`src/rtl/core/fsc_pkg.sv`:
```
package fsc_pkg;

    localparam int FRAME_BYTES  = 21;
    localparam int BUFFER_LIMIT = 500;
    localparam int STORE_DEPTH  = 512;
    localparam int MAX_RESULTS  = 64;

    localparam int KEEP_LIMIT = (BUFFER_LIMIT < STORE_DEPTH) ? BUFFER_LIMIT : STORE_DEPTH;
    localparam int ADDR_W     = $clog2(STORE_DEPTH);
    localparam int CNT_W      = $clog2(STORE_DEPTH + 1);
    localparam int K_W        = $clog2(FRAME_BYTES);
    localparam int NFR_W      = $clog2(MAX_RESULTS);
    localparam int OFFSET_W   = 9;
    localparam int BYTE_W     = 8;
    localparam int CRC_W      = 16;
    localparam int CFG_IDX_W  = 2;
    localparam int CFG_DATA_W = 16;

    localparam logic [CRC_W-1:0] CRC_POLY = 16'h8408;

    localparam logic [BYTE_W-1:0] SOF_FIRST_RST  = 8'hA5;
    localparam logic [BYTE_W-1:0] SOF_SECOND_RST = 8'h5A;
    localparam logic [CRC_W-1:0]  CRC_SEED_RST   = 16'hFFFF;

    localparam logic [CFG_IDX_W-1:0] REG_SOF_FIRST  = 2'd0;
    localparam logic [CFG_IDX_W-1:0] REG_SOF_SECOND = 2'd1;
    localparam logic [CFG_IDX_W-1:0] REG_CRC_SEED   = 2'd2;

    localparam logic KIND_FRAME   = 1'b0;
    localparam logic KIND_SUMMARY = 1'b1;

    typedef struct packed {
        logic store_wr;
        logic scan_init;
        logic pos_step;
        logic pos_skip;
        logic k_clr;
        logic k_inc;
        logic crc_init;
        logic crc_upd;
        logic found_set;
        logic nfr_inc;
        logic fill_clr;
    } fsc_cmd_t;

    typedef struct packed {
        logic fits;
        logic byte_ok;
        logic k_last;
        logic nfr_full;
    } fsc_status_t;

    typedef struct packed {
        logic push;
        logic summary;
    } fsc_out_cmd_t;

    function automatic logic [CRC_W-1:0] crc16_byte(input logic [CRC_W-1:0] crc,
                                                    input logic [BYTE_W-1:0] b);
        logic [CRC_W-1:0] c;
        c = crc ^ {{(CRC_W - BYTE_W){1'b0}}, b};
        for (int i = 0; i < BYTE_W; i++) begin
            c = c[0] ? ((c >> 1) ^ CRC_POLY) : (c >> 1);
        end
        return c;
    endfunction

endpackage

```
`src/rtl/core/frame_scan_crc16_check_top.sv`:
```
// Receive-buffer frame search with CRC-16 check. Bytes stream in on the s_ side at one per
// cycle and are kept up to the buffer limit; later bytes are dropped. The request flagged
// with tlast closes the buffer and starts a scan from offset 0, during which s_tready is low.
// Each start position that holds the two start-of-frame bytes, and leaves room for a whole
// frame, is checked by a reflected CRC-16 (poly 0x8408, seed from crc_seed, no final xor)
// against the frame's last two bytes, low byte first. A good frame gives a result with its
// offset and the scan jumps past it; any other position advances by one byte. A summary
// result (tuser = 1, tlast = 1) with the found flag always ends the buffer; at most 63 frame
// results are sent per buffer. The scan reads the buffer through one registered read port,
// one byte per pass through ST_RD and ST_CHK; a result is held back while m_tready
// keeps the output register full.
module frame_scan_crc16_check_top
    import fsc_pkg::*;
(
    input  logic                  aclk,
    input  logic                  aresetn,
    input  logic                  cfg_wr_en,
    input  logic [CFG_IDX_W-1:0]  cfg_index,
    input  logic [CFG_DATA_W-1:0] cfg_wdata,
    input  logic                  s_tvalid,
    output logic                  s_tready,
    input  logic [7:0]            s_tdata,   // [7:0] data_byte
    input  logic                  s_tlast,   // end_of_buffer
    output logic                  m_tvalid,
    input  logic                  m_tready,
    output logic [15:0]           m_tdata,   // [8:0] frame_offset, [9] frame_found, rest zero
    output logic                  m_tuser,   // item_kind
    output logic                  m_tlast    // last_result
);

    fsc_cmd_t            cmd;
    fsc_status_t         status;
    fsc_out_cmd_t        out_cmd;
    logic [OFFSET_W-1:0] dp_offset;
    logic                dp_found;
    logic                out_free;

    logic                m_valid_reg;
    logic [OFFSET_W-1:0] m_offset_reg;
    logic                m_found_reg;
    logic                m_kind_reg;
    logic                m_last_reg;

    fsc_ctrl u_ctrl (
        .aclk     (aclk),
        .aresetn  (aresetn),
        .in_valid (s_tvalid),
        .in_end   (s_tlast),
        .in_ready (s_tready),
        .out_free (out_free),
        .status   (status),
        .cmd      (cmd),
        .out_cmd  (out_cmd)
    );

    fsc_datapath u_datapath (
        .aclk         (aclk),
        .aresetn      (aresetn),
        .cfg_wr_en    (cfg_wr_en),
        .cfg_index    (cfg_index),
        .cfg_wdata    (cfg_wdata),
        .in_byte      (s_tdata[BYTE_W-1:0]),
        .cmd          (cmd),
        .status       (status),
        .frame_offset (dp_offset),
        .frame_found  (dp_found)
    );

    assign out_free = !m_valid_reg || m_tready;

    always_ff @(posedge aclk) begin
        if (!aresetn) begin
            m_valid_reg <= 1'b0;
        end else if (out_cmd.push) begin
            m_valid_reg <= 1'b1;
        end else if (m_tready) begin
            m_valid_reg <= 1'b0;
        end
    end

    // load the payload only on a new request
    always_ff @(posedge aclk) begin
        if (out_cmd.push) begin
            m_kind_reg   <= out_cmd.summary ? KIND_SUMMARY : KIND_FRAME;
            m_offset_reg <= out_cmd.summary ? '0 : dp_offset;
            m_found_reg  <= out_cmd.summary ? dp_found : 1'b1;
            m_last_reg   <= out_cmd.summary;
        end
    end

    assign m_tvalid = m_valid_reg;
    assign m_tdata  = {{(16 - OFFSET_W - 1){1'b0}}, m_found_reg, m_offset_reg};
    assign m_tuser  = m_kind_reg;
    assign m_tlast  = m_last_reg;

    a_summary_last : assert property (@(posedge aclk) disable iff (!aresetn)
        m_tvalid |-> (m_tlast == (m_tuser == KIND_SUMMARY)))
        else $error("tlast does not match the summary kind");

    a_frame_found : assert property (@(posedge aclk) disable iff (!aresetn)
        (m_tvalid && (m_tuser == KIND_FRAME)) |->
            (m_tdata[OFFSET_W] && (m_tdata[OFFSET_W-1:0] <= OFFSET_W'(KEEP_LIMIT - FRAME_BYTES))))
        else $error("frame result with bad offset or found flag");

    a_no_load_on_frame : assert property (@(posedge aclk) disable iff (!aresetn)
        (m_tvalid && (m_tuser == KIND_FRAME)) |-> !s_tready)
        else $error("input taken while a frame result is pending");

    a_scan_blocks_input : assert property (@(posedge aclk) disable iff (!aresetn)
        (s_tvalid && s_tready && s_tlast) |=> !s_tready)
        else $error("input taken right after the end of a buffer");

endmodule

```
`src/rtl/core/fsc_datapath.sv`:
```
module fsc_datapath
    import fsc_pkg::*;
(
    input  logic                  aclk,
    input  logic                  aresetn,
    input  logic                  cfg_wr_en,
    input  logic [CFG_IDX_W-1:0]  cfg_index,
    input  logic [CFG_DATA_W-1:0] cfg_wdata,
    input  logic [BYTE_W-1:0]     in_byte,
    input  fsc_cmd_t              cmd,
    output fsc_status_t           status,
    output logic [OFFSET_W-1:0]   frame_offset,
    output logic                  frame_found
);

    localparam logic [K_W-1:0] K_SOF1   = K_W'(0);
    localparam logic [K_W-1:0] K_SOF2   = K_W'(1);
    localparam logic [K_W-1:0] K_CRC_LO = K_W'(FRAME_BYTES - 2);
    localparam logic [K_W-1:0] K_CRC_HI = K_W'(FRAME_BYTES - 1);

    logic [BYTE_W-1:0] byte_store_mem [STORE_DEPTH];

    logic [BYTE_W-1:0] sof_first_reg;
    logic [BYTE_W-1:0] sof_second_reg;
    logic [CRC_W-1:0]  crc_seed_reg;
    logic [CNT_W-1:0]  fill_reg, fill_next;
    logic [CNT_W-1:0]  pos_reg, pos_next;
    logic [K_W-1:0]    k_reg, k_next;
    logic [CRC_W-1:0]  crc_reg, crc_next;
    logic [NFR_W-1:0]  nfr_reg, nfr_next;
    logic              found_reg, found_next;
    logic [BYTE_W-1:0] rd_data_reg;
    logic [CNT_W-1:0]  rd_sum;
    logic              crc_phase;
    logic              byte_ok;

    always_ff @(posedge aclk) begin
        if (!aresetn) begin
            sof_first_reg  <= SOF_FIRST_RST;
            sof_second_reg <= SOF_SECOND_RST;
            crc_seed_reg   <= CRC_SEED_RST;
        end else if (cfg_wr_en) begin
            case (cfg_index)
                REG_SOF_FIRST:  sof_first_reg  <= cfg_wdata[BYTE_W-1:0];
                REG_SOF_SECOND: sof_second_reg <= cfg_wdata[BYTE_W-1:0];
                REG_CRC_SEED:   crc_seed_reg   <= cfg_wdata[CRC_W-1:0];
                default: ;
            endcase
        end
    end

    // bytes past the keep limit are dropped
    always_ff @(posedge aclk) begin
        if (cmd.store_wr && (fill_reg < CNT_W'(KEEP_LIMIT))) begin
            byte_store_mem[fill_reg[ADDR_W-1:0]] <= in_byte;
        end
    end

    assign rd_sum = pos_reg + {{(CNT_W - K_W){1'b0}}, k_reg};

    always_ff @(posedge aclk) begin
        rd_data_reg <= byte_store_mem[rd_sum[ADDR_W-1:0]];
    end

    assign crc_phase = (k_reg < K_CRC_LO);

    always_comb begin
        if (k_reg == K_SOF1) begin
            byte_ok = (rd_data_reg == sof_first_reg);
        end else if (k_reg == K_SOF2) begin
            byte_ok = (rd_data_reg == sof_second_reg);
        end else if (k_reg == K_CRC_LO) begin
            byte_ok = (rd_data_reg == crc_reg[7:0]);
        end else if (k_reg == K_CRC_HI) begin
            byte_ok = (rd_data_reg == crc_reg[15:8]);
        end else begin
            byte_ok = 1'b1;
        end
    end

    always_comb begin
        fill_next  = fill_reg;
        pos_next   = pos_reg;
        k_next     = k_reg;
        crc_next   = crc_reg;
        nfr_next   = nfr_reg;
        found_next = found_reg;
        if (cmd.store_wr && (fill_reg < CNT_W'(KEEP_LIMIT))) begin
            fill_next = fill_reg + CNT_W'(1);
        end
        if (cmd.fill_clr) begin
            fill_next = '0;
        end
        if (cmd.scan_init) begin
            pos_next   = '0;
            nfr_next   = '0;
            found_next = 1'b0;
        end
        if (cmd.pos_step) begin
            pos_next = pos_reg + CNT_W'(1);
        end
        if (cmd.pos_skip) begin
            pos_next = pos_reg + CNT_W'(FRAME_BYTES);
        end
        if (cmd.k_clr) begin
            k_next = '0;
        end
        if (cmd.k_inc) begin
            k_next = k_reg + K_W'(1);
        end
        if (cmd.crc_init) begin
            crc_next = crc_seed_reg;
        end
        if (cmd.crc_upd && crc_phase) begin
            crc_next = crc16_byte(crc_reg, rd_data_reg);
        end
        if (cmd.found_set) begin
            found_next = 1'b1;
        end
        if (cmd.nfr_inc) begin
            nfr_next = nfr_reg + NFR_W'(1);
        end
    end

    always_ff @(posedge aclk) begin
        if (!aresetn) begin
            fill_reg  <= '0;
            pos_reg   <= '0;
            k_reg     <= '0;
            nfr_reg   <= '0;
            found_reg <= 1'b0;
        end else begin
            fill_reg  <= fill_next;
            pos_reg   <= pos_next;
            k_reg     <= k_next;
            nfr_reg   <= nfr_next;
            found_reg <= found_next;
        end
    end

    always_ff @(posedge aclk) begin
        crc_reg <= crc_next;
    end

    assign status.fits     = ({1'b0, pos_reg} + (CNT_W + 1)'(FRAME_BYTES)) <= {1'b0, fill_reg};
    assign status.byte_ok  = byte_ok;
    assign status.k_last   = (k_reg == K_CRC_HI);
    assign status.nfr_full = (nfr_reg == NFR_W'(MAX_RESULTS - 1));

    assign frame_offset = OFFSET_W'(pos_reg);
    assign frame_found  = found_reg;

endmodule

```
`src/rtl/core/fsc_ctrl.sv`:
```
module fsc_ctrl
    import fsc_pkg::*;
(
    input  logic         aclk,
    input  logic         aresetn,
    input  logic         in_valid,
    input  logic         in_end,
    output logic         in_ready,
    input  logic         out_free,
    input  fsc_status_t  status,
    output fsc_cmd_t     cmd,
    output fsc_out_cmd_t out_cmd
);

    typedef enum logic [5:0] {
        ST_LOAD     = 6'b000001,
        ST_TEST     = 6'b000010,
        ST_RD       = 6'b000100,
        ST_CHK      = 6'b001000,
        ST_EMIT_FRM = 6'b010000,
        ST_EMIT_SUM = 6'b100000
    } fsc_state_t;

    fsc_state_t state_reg, state_next;
    logic       accept;

    assign in_ready = (state_reg == ST_LOAD);
    assign accept   = in_valid && in_ready;

    always_comb begin
        state_next = state_reg;
        cmd        = '0;
        out_cmd    = '0;
        case (state_reg)
            ST_LOAD: begin
                cmd.store_wr = accept;
                if (accept && in_end) begin
                    cmd.scan_init = 1'b1;
                    state_next    = ST_TEST;
                end
            end
            ST_TEST: begin
                if (status.fits) begin
                    cmd.k_clr    = 1'b1;
                    cmd.crc_init = 1'b1;
                    state_next   = ST_RD;
                end else begin
                    state_next = ST_EMIT_SUM;
                end
            end
            ST_RD: begin
                state_next = ST_CHK;
            end
            ST_CHK: begin
                cmd.crc_upd = 1'b1;
                if (!status.byte_ok) begin
                    cmd.pos_step = 1'b1;
                    state_next   = ST_TEST;
                end else if (status.k_last) begin
                    cmd.found_set = 1'b1;
                    // past the item limit, skip the frame without a request
                    if (status.nfr_full) begin
                        cmd.pos_skip = 1'b1;
                        state_next   = ST_TEST;
                    end else begin
                        state_next = ST_EMIT_FRM;
                    end
                end else begin
                    cmd.k_inc  = 1'b1;
                    state_next = ST_RD;
                end
            end
            ST_EMIT_FRM: begin
                if (out_free) begin
                    out_cmd.push = 1'b1;
                    cmd.nfr_inc  = 1'b1;
                    cmd.pos_skip = 1'b1;
                    state_next   = ST_TEST;
                end
            end
            ST_EMIT_SUM: begin
                if (out_free) begin
                    out_cmd.push    = 1'b1;
                    out_cmd.summary = 1'b1;
                    cmd.fill_clr    = 1'b1;
                    state_next      = ST_LOAD;
                end
            end
            default: begin
                state_next = ST_LOAD;
            end
        endcase
    end

    always_ff @(posedge aclk) begin
        if (!aresetn) begin
            state_reg <= ST_LOAD;
        end else begin
            state_reg <= state_next;
        end
    end

endmodule
```
`config.mk`:
```
export PLATFORM = sky130hd
export DESIGN_NAME = frame_scan_crc16_check_top
export DESIGN_NICKNAME = d
export VERILOG_FILES = /design/src/rtl/core/fsc_pkg.sv /design/src/rtl/core/frame_scan_crc16_check_top.sv /design/src/rtl/core/fsc_datapath.sv /design/src/rtl/core/fsc_ctrl.sv
export SDC_FILE = /design/constraint.sdc
export NUM_CORES = 2
export LEC_CHECK = 0
export BUFFER_PORTS_ARGS = -buffer_cell sky130_fd_sc_hd__buf_2
export CORE_MARGIN = 2
export CORE_UTILIZATION = 60
export CTS_BUF_LIST = sky130_fd_sc_hd__clkbuf_16
export DETAILED_ROUTE_END_ITERATION = 16
export GPL_ROUTABILITY_DRIVEN = 1
export PLACE_DENSITY = 0.76
export SYNTH_ARGS = -nofsm -noshare
export SYNTH_HDL_FRONTEND = slang
export SYNTH_HIERARCHICAL = 1
export SYNTH_SLANG_ARGS = --single-unit
```
`constraint.sdc`:
```
create_clock -name aclk -period 5.4 [get_ports aclk]
set_input_delay 1.08 -clock aclk [delete_from_list [all_inputs] [get_ports aclk]]
set_output_delay 1.08 -clock aclk [all_outputs]
set_load 0.1 [all_outputs]
```
* After elaboration in Yosys (flattened, before gate mapping)
Memory sizes are Yosys's and may differ from the RTL's. A register that Yosys moved wholly into a read port is not among the register bits.
Index checks and enable logic that the tools add are counted.
** Operators by class
- Add/sub/neg operators :: 7
- Mux-type cells :: 58
- Equal/unequal tests :: 19
- Bitwise gates (word level) :: 10
- Order comparisons :: 3
- Reductions and logical operators :: 19
** Operators with widths (count)
- $mux 16 :: 10
- $mux 6 :: 8
- $pmux 6 s6 :: 1
- $eq 8x8->1 :: 4
- $mux 10 :: 3
- $mux 1 :: 28
- $not 2->3 :: 8
- $add 10x1->10 const B :: 2
- $xor 16x8->16 :: 1
- $mux 5 :: 3
- $eq 6x6->1 const B :: 2
- $add 10x5->11 const B :: 1
- $le 11x10->1 :: 1
- $add 10x5->10 const B :: 1
- $eq 5x5->1 const B :: 2
- $lt 10x9->1 const B :: 1
- $reduce_bool 2->1 :: 5
- $add 9x5->9 :: 1
- $add 6x1->6 const B :: 1
- $eq 6x1->1 const B :: 1
- $eq 6x2->1 const B :: 1
- $eq 6x3->1 const B :: 1
- $eq 6x4->1 const B :: 1
- $eq 6x5->1 const B :: 1
- other kinds (18) :: 28
** Word-level totals
- Logic and storage cells :: 132
- Register bits after elaboration :: 99
- Output and inout port bits :: 20
- Memories :: 1
- Bits in writable memories :: 4096
** Memory list
- u_datapath.byte_store_mem :: depth 512, bits a word 8, read ports 1, clocked after Yosys merged registers in 1, write ports 1, RTL line fsc_datapath.sv:21 : logic [BYTE_W-1:0] byte_store_mem [STORE_DEPTH];

* Depth between registers and ports, before layout
- Depth after elaboration :: 18
- Gate-level depth with buffers :: 19
- Gate-level depth less buffers :: 17

* By module
Netlist, hierarchy kept.
** By module, submodules not included
- fsc_datapath :: area an instance 163329.1 µm², times used 1, cells each 7831, seq. area each 124919.8 µm²
- frame_scan_crc16_check_top :: area an instance 501.7 µm², times used 1, cells each 34, seq. area each 350.3 µm²
- fsc_ctrl :: area an instance 496.7 µm², times used 1, cells each 59, seq. area each 120.1 µm²

* Least setup slack after synthesis
No wires, ideal clock.
- Path type :: register to register
- Start point :: reg u_datapath.k_reg[0]
- End point :: reg u_datapath.rd_data_reg[1], read port of u_datapath.byte_store_mem
- Data required time :: 5.263 ns
- Setup slack :: 1.548 ns
- Period minus slack after synthesis :: 3.852 ns
- Arrival :: 3.715 ns
- Stages on the path, launching flop included :: 13
- Path buffers :: 4
- Cells stage by stage :: dfxtp_1 > ha_1 > inv_1 > fa_1 > xnor2_2 > buf_6 > buf_6 > buf_4 > buf_4 > mux4_2 > mux4_2 > o311ai_0 > nand4_1
** On the way
- Word-level cells in the longest chain between the ends :: 1
** RTL lines
- start, declared :: RTL line fsc_datapath.sv:28 : logic [K_W-1:0] k_reg, k_next;
- start signal, assigned :: RTL line fsc_datapath.sv:135 : k_reg <= k_next;
- $add 9x5->9 :: RTL line fsc_datapath.sv:59 : assign rd_sum = pos_reg + {{(CNT_W - K_W){1'b0}}, k_reg};
- end, declared :: RTL line fsc_datapath.sv:32 : logic [BYTE_W-1:0] rd_data_reg;
Every way passes these cells.
A chain may end at the register's enable or synchronous reset.

* Worst setup path in the final report
- Start point :: reg u_datapath.pos_reg[0]
- End point :: reg u_datapath.rd_data_reg[5], read port of u_datapath.byte_store_mem
** On the way
- Word-level cells in the longest chain between the ends :: 1
** RTL lines
- start, declared :: RTL line fsc_datapath.sv:27 : logic [CNT_W-1:0] pos_reg, pos_next;
- start signal, assigned :: RTL line fsc_datapath.sv:134 : pos_reg <= pos_next;
- $add 9x5->9 :: RTL line fsc_datapath.sv:59
Every way passes these cells.

==> reports/qor.tcl <==
set qor(run_status) {finished with violations}
set qor(violations) {capacitance limit, slew limit}
set qor(period_needed_ns) 5.391
set qor(die_height_um) 527.3
set qor(synth_xor_area_frac) 0.004249
set qor(ys.warnings.count) 6
set qor(gr-usage-all-layers) 0.3166
set qor(fin_crit_sh) 0.9984
set qor(end_kind) {flop}
set qor(synthesis.area_per_instance_sq_um) 20.74
set qor(simple_logic_cell_fraction_of_the_synthesized_area) 0.03740
set qor(yosys.area.top_type_share) 0.7534
set qor(pre_cts_slack_ns) -0.1147
set qor(ff2ff_setup_slack_ns) 0.009
set qor(routed_via_density) 6.925
set qor(synth_seq_area_share) 0.7631
set qor(timing.final.hold_violations) 0
set qor(grt_antenna_before_repair) 17
set qor(initialDrtViolationCount) 13583
set qor(max-clock-path-buffers) 4
set qor(maximum_number_of_pins_on_one_net_before_global_route_repair) 150
set qor(ant_nets) 0
set qor(fp_rows) 192
set qor(layout.filler_cells) 16039
set qor(slew_violations) 5
set qor(cellLeakagePower_nw) 60.26
set qor(worst-endpoint-required_ns) 6.20
set qor(maxClockFrequency_mhz) 185.5
set qor(synthDominantAreaCellType) {sky130_fd_sc_hd__edfxtp_1}
set qor(initial_core_util) 0.6016
set qor(largest_reg_flops) 4096
set qor(io_buffer_count) 45
set qor(worstSetupPathType) {reg -> reg}
set qor(cts_buffers) 404
set qor(critical_path_buf_inv_count) 4
set qor(timing.setup.tns_ns) 0
set qor(design.die.area_sq_um) 278100
set qor(drt_pass1_iterations) 6
set qor(crit_path_start_kind) {flop}
set qor(edff_count_synth) 4123
set qor(hpwl_dp_um) 263400
set qor(maximum_vdd_ir_drop_mv) 0.2867
set qor(cpMaxStageDelayCell) {sky130_fd_sc_hd__fa_4}
set qor(path_clk_slew_ns) 0.06
set qor(unrepaired_setup_endpoints_after_global_routing) {no}
set qor(cts.sink_count) 4202
set qor(core_area_sq_um) 273100
set qor(synth_compound_gate_area_share) 0.01549
set qor(remaining_drc_errors) 0
set qor(post_synth_instance_area_sq_um) 164300
set qor(totalPowerFinal_mw) 64.36
set qor(number_of_levels_in_the_clock_h_tree) 5
set qor(vias_in_the_first_global_route) 86251
set qor(grt_first_pass_wirelength_um) 627900
set qor(latest_clock_arrival_within_the_worst_skew_pair_ns) 0.95
set qor(finalSetupViolCount) 0
set qor(cp_top_delay_family) {adder cells}
set qor(max-slew-margin-rel) -0.03270
set qor(routed.top_layer) {met5}
set qor(clock-skew-final_ns) 0.06767
set qor(finalWirelength_um) 439500
set qor(ioPinCount) 52
set qor(detailed_route_via_count) 86867
set qor(cts_tree) {built}
set qor(wl_met2_um) 206700
set qor(worst-path-max-fanout) 26
set qor(grt-ovfl-total) 0
set qor(ys_seq_elements) 4202
set qor(slowest_delay_ns) 1.32
set qor(final-instance-count-excl-fill) 12544
set qor(synth_cell_types) 82
set qor(timing.critical_path.arrival_ns) 6.19
set qor(route.met3.wl_um) 60210
set qor(synth_flop_cell) {sky130_fd_sc_hd__edfxtp_1}
set qor(clk_root_buffer_cell) {sky130_fd_sc_hd__clkbuf_16}
set qor(detail_route.wl_per_cell_um) 35.04
set qor(synth_top_family_by_area) {multiplexers}
set qor(placed_cells) 11790
set qor(final_critical_path_setup_slack_ns) 0.008581
set qor(postSynthCellCount) 7924
set qor(yosys.area_share.adder) 0.001949
set qor(die_w_um) 527.3
set qor(drive_above_1_share) 0.2690
set qor(gpl.final_weighted_congestion) 0.8920
set qor(drt-met1-wl_um) 150200
set qor(postSynth.asyncResetShare) 0
set qor(tightest_slew_ns) 1.541
set qor(power_density_nw_per_um2) 345.8
set qor(cp_cell_sequence) {ha_4 > inv_1 > fa_4 > buf_12 > buf_4 > mux4_2 > mux4_2 > a22oi_1 > a21oi_1 > o21ai_1 > buf_4 > nand4_1}
set qor(min-delay-path-class) {in -> reg}
set qor(netlist_top_cells_area) {sky130_fd_sc_hd__edfxtp_1 75%, sky130_fd_sc_hd__mux4_2 15%, sky130_fd_sc_hd__nor2_1 1.4%}
set qor(nets) 8666
set qor(post_synthesis_to_final_layout_area_growth_pct) 13.26
set qor(maxCapViolations) 1
set qor(synth_mux_area_frac) 0.1628
-- cell usage after synthesis, drive strengths merged, types with 22 or more instances --
| cell | number |
|---|---|
| xnor2 | 52 |
| nand3 | 137 |
| nor2b | 22 |
| a32oi | 55 |
| mux4 | 1129 |
| buf | 266 |
| xor2 | 26 |
| and3 | 25 |
| mux2i | 124 |
| nand2 | 557 |
| nor3 | 40 |
| ha | 24 |
| o21ai | 63 |
| a21oi | 65 |
| clkbuf | 228 |
| edfxtp | 4123 |
| nor2 | 595 |
| inv | 28 |
| nand4 | 38 |
| dfxtp | 79 |
| a31oi | 44 |
-- power by group --
group	total (mW)	switching [mW]	internal, mW
Clock	26.9	11.9	15.0
Sequential	36.0	0.127	35.9
Combinational	1.37	1.08	0.295
-- layout by cell type, fill, tap and decap left out, drive strengths merged, types with 13 or more instances in the layout --
master and count:
a211oi 20, a21oi 65, a31oi 44, a32oi 55, and3 25, buf 673, bufinv 27, clkbuf 408
clkinv 190, conb 102, dfxtp 79, diode 18, edfxtp 4123, ha 24, inv 130, mux2i 124
mux4 1129, nand2 557, nand3 137, nand4 38, nor2 595, nor2b 22, nor3 40, nor4 13
o211ai 16, o21ai 63, o22ai 14, xnor2 52, xor2 26
-- cell type report --
class                           instances  area (sq um)  share of cell area
Multi-Input combinational cell       3300         37170              0.1997
Inverter                               28         105.1           0.0005647
Sequential cell                      4202        125400              0.6737
Clock inverter                        326          2323             0.01248
Antenna cell                           18         45.04           0.0002420
Timing Repair Buffer                  673          6371             0.03423
Tap cell                             3589          4491             0.02413
Clock buffer                          408         10210             0.05486
-- stage by stage --
stage	area (sq um)	hold slack, ns	util
2_1_floorplan	164700	0.4349	-
6_report	186100	0.3995	0.6814
3_5_place_dp	173500	0.4591	0.6352
3_3_place_gp	173500	0.4570	0.6352
5_1_grt	186100	0.3768	0.6812
4_1_cts	186000	0.3508	0.6811
-- worst min-delay path: cells and delay by family --
family        cells  cell delay (ns)
buf+inv           1             0.08
simple gates      2             0.11
-- timing repair --
item | CTS | global route
hold buffers | 0 | 0
endpoints found under the setup margin | 1 | 2
setup buffers | 0 | 2
gates resized for setup | 1 | 0
pin swaps | 0 | 1
-- path summary, 6_finish.rpt --
path                                    from                           to  cells past startpoint
setup reg to reg       u_datapath/pos_reg[0]    u_datapath/rd_data_reg[5]                     12
hold reg to reg   u_datapath/crc_seed_reg[4]   u_datapath/crc_seed_reg[4]                      2
setup / recovery       u_datapath/pos_reg[0]    u_datapath/rd_data_reg[5]                     12
hold / removal                 cfg_wdata[15]  u_datapath/crc_seed_reg[15]                      3
-- per-layer routing --
| layer | track usage | vias up |
|---|---|---|
| met5 | 0 | - |
| met2 | 0.4859 | 6781 |
| met4 | 0.1342 | 18 |
| li1 | - | 33863 |
| met3 | 0.08500 | 1239 |
| met1 | 0.4359 | 44966 |
-- kinds of logic after synthesis --
logic type / after synthesis
adder cells (fa/ha/maj): 25
AND/OR/NAND/NOR: 1468
buffers and inverters: 522
multiplexers: 1260
other: 2
AO/OA/AOI/OAI: 367
XOR/XNOR: 78
flip-flops: 4202
(Power assumes the default switching activity.)
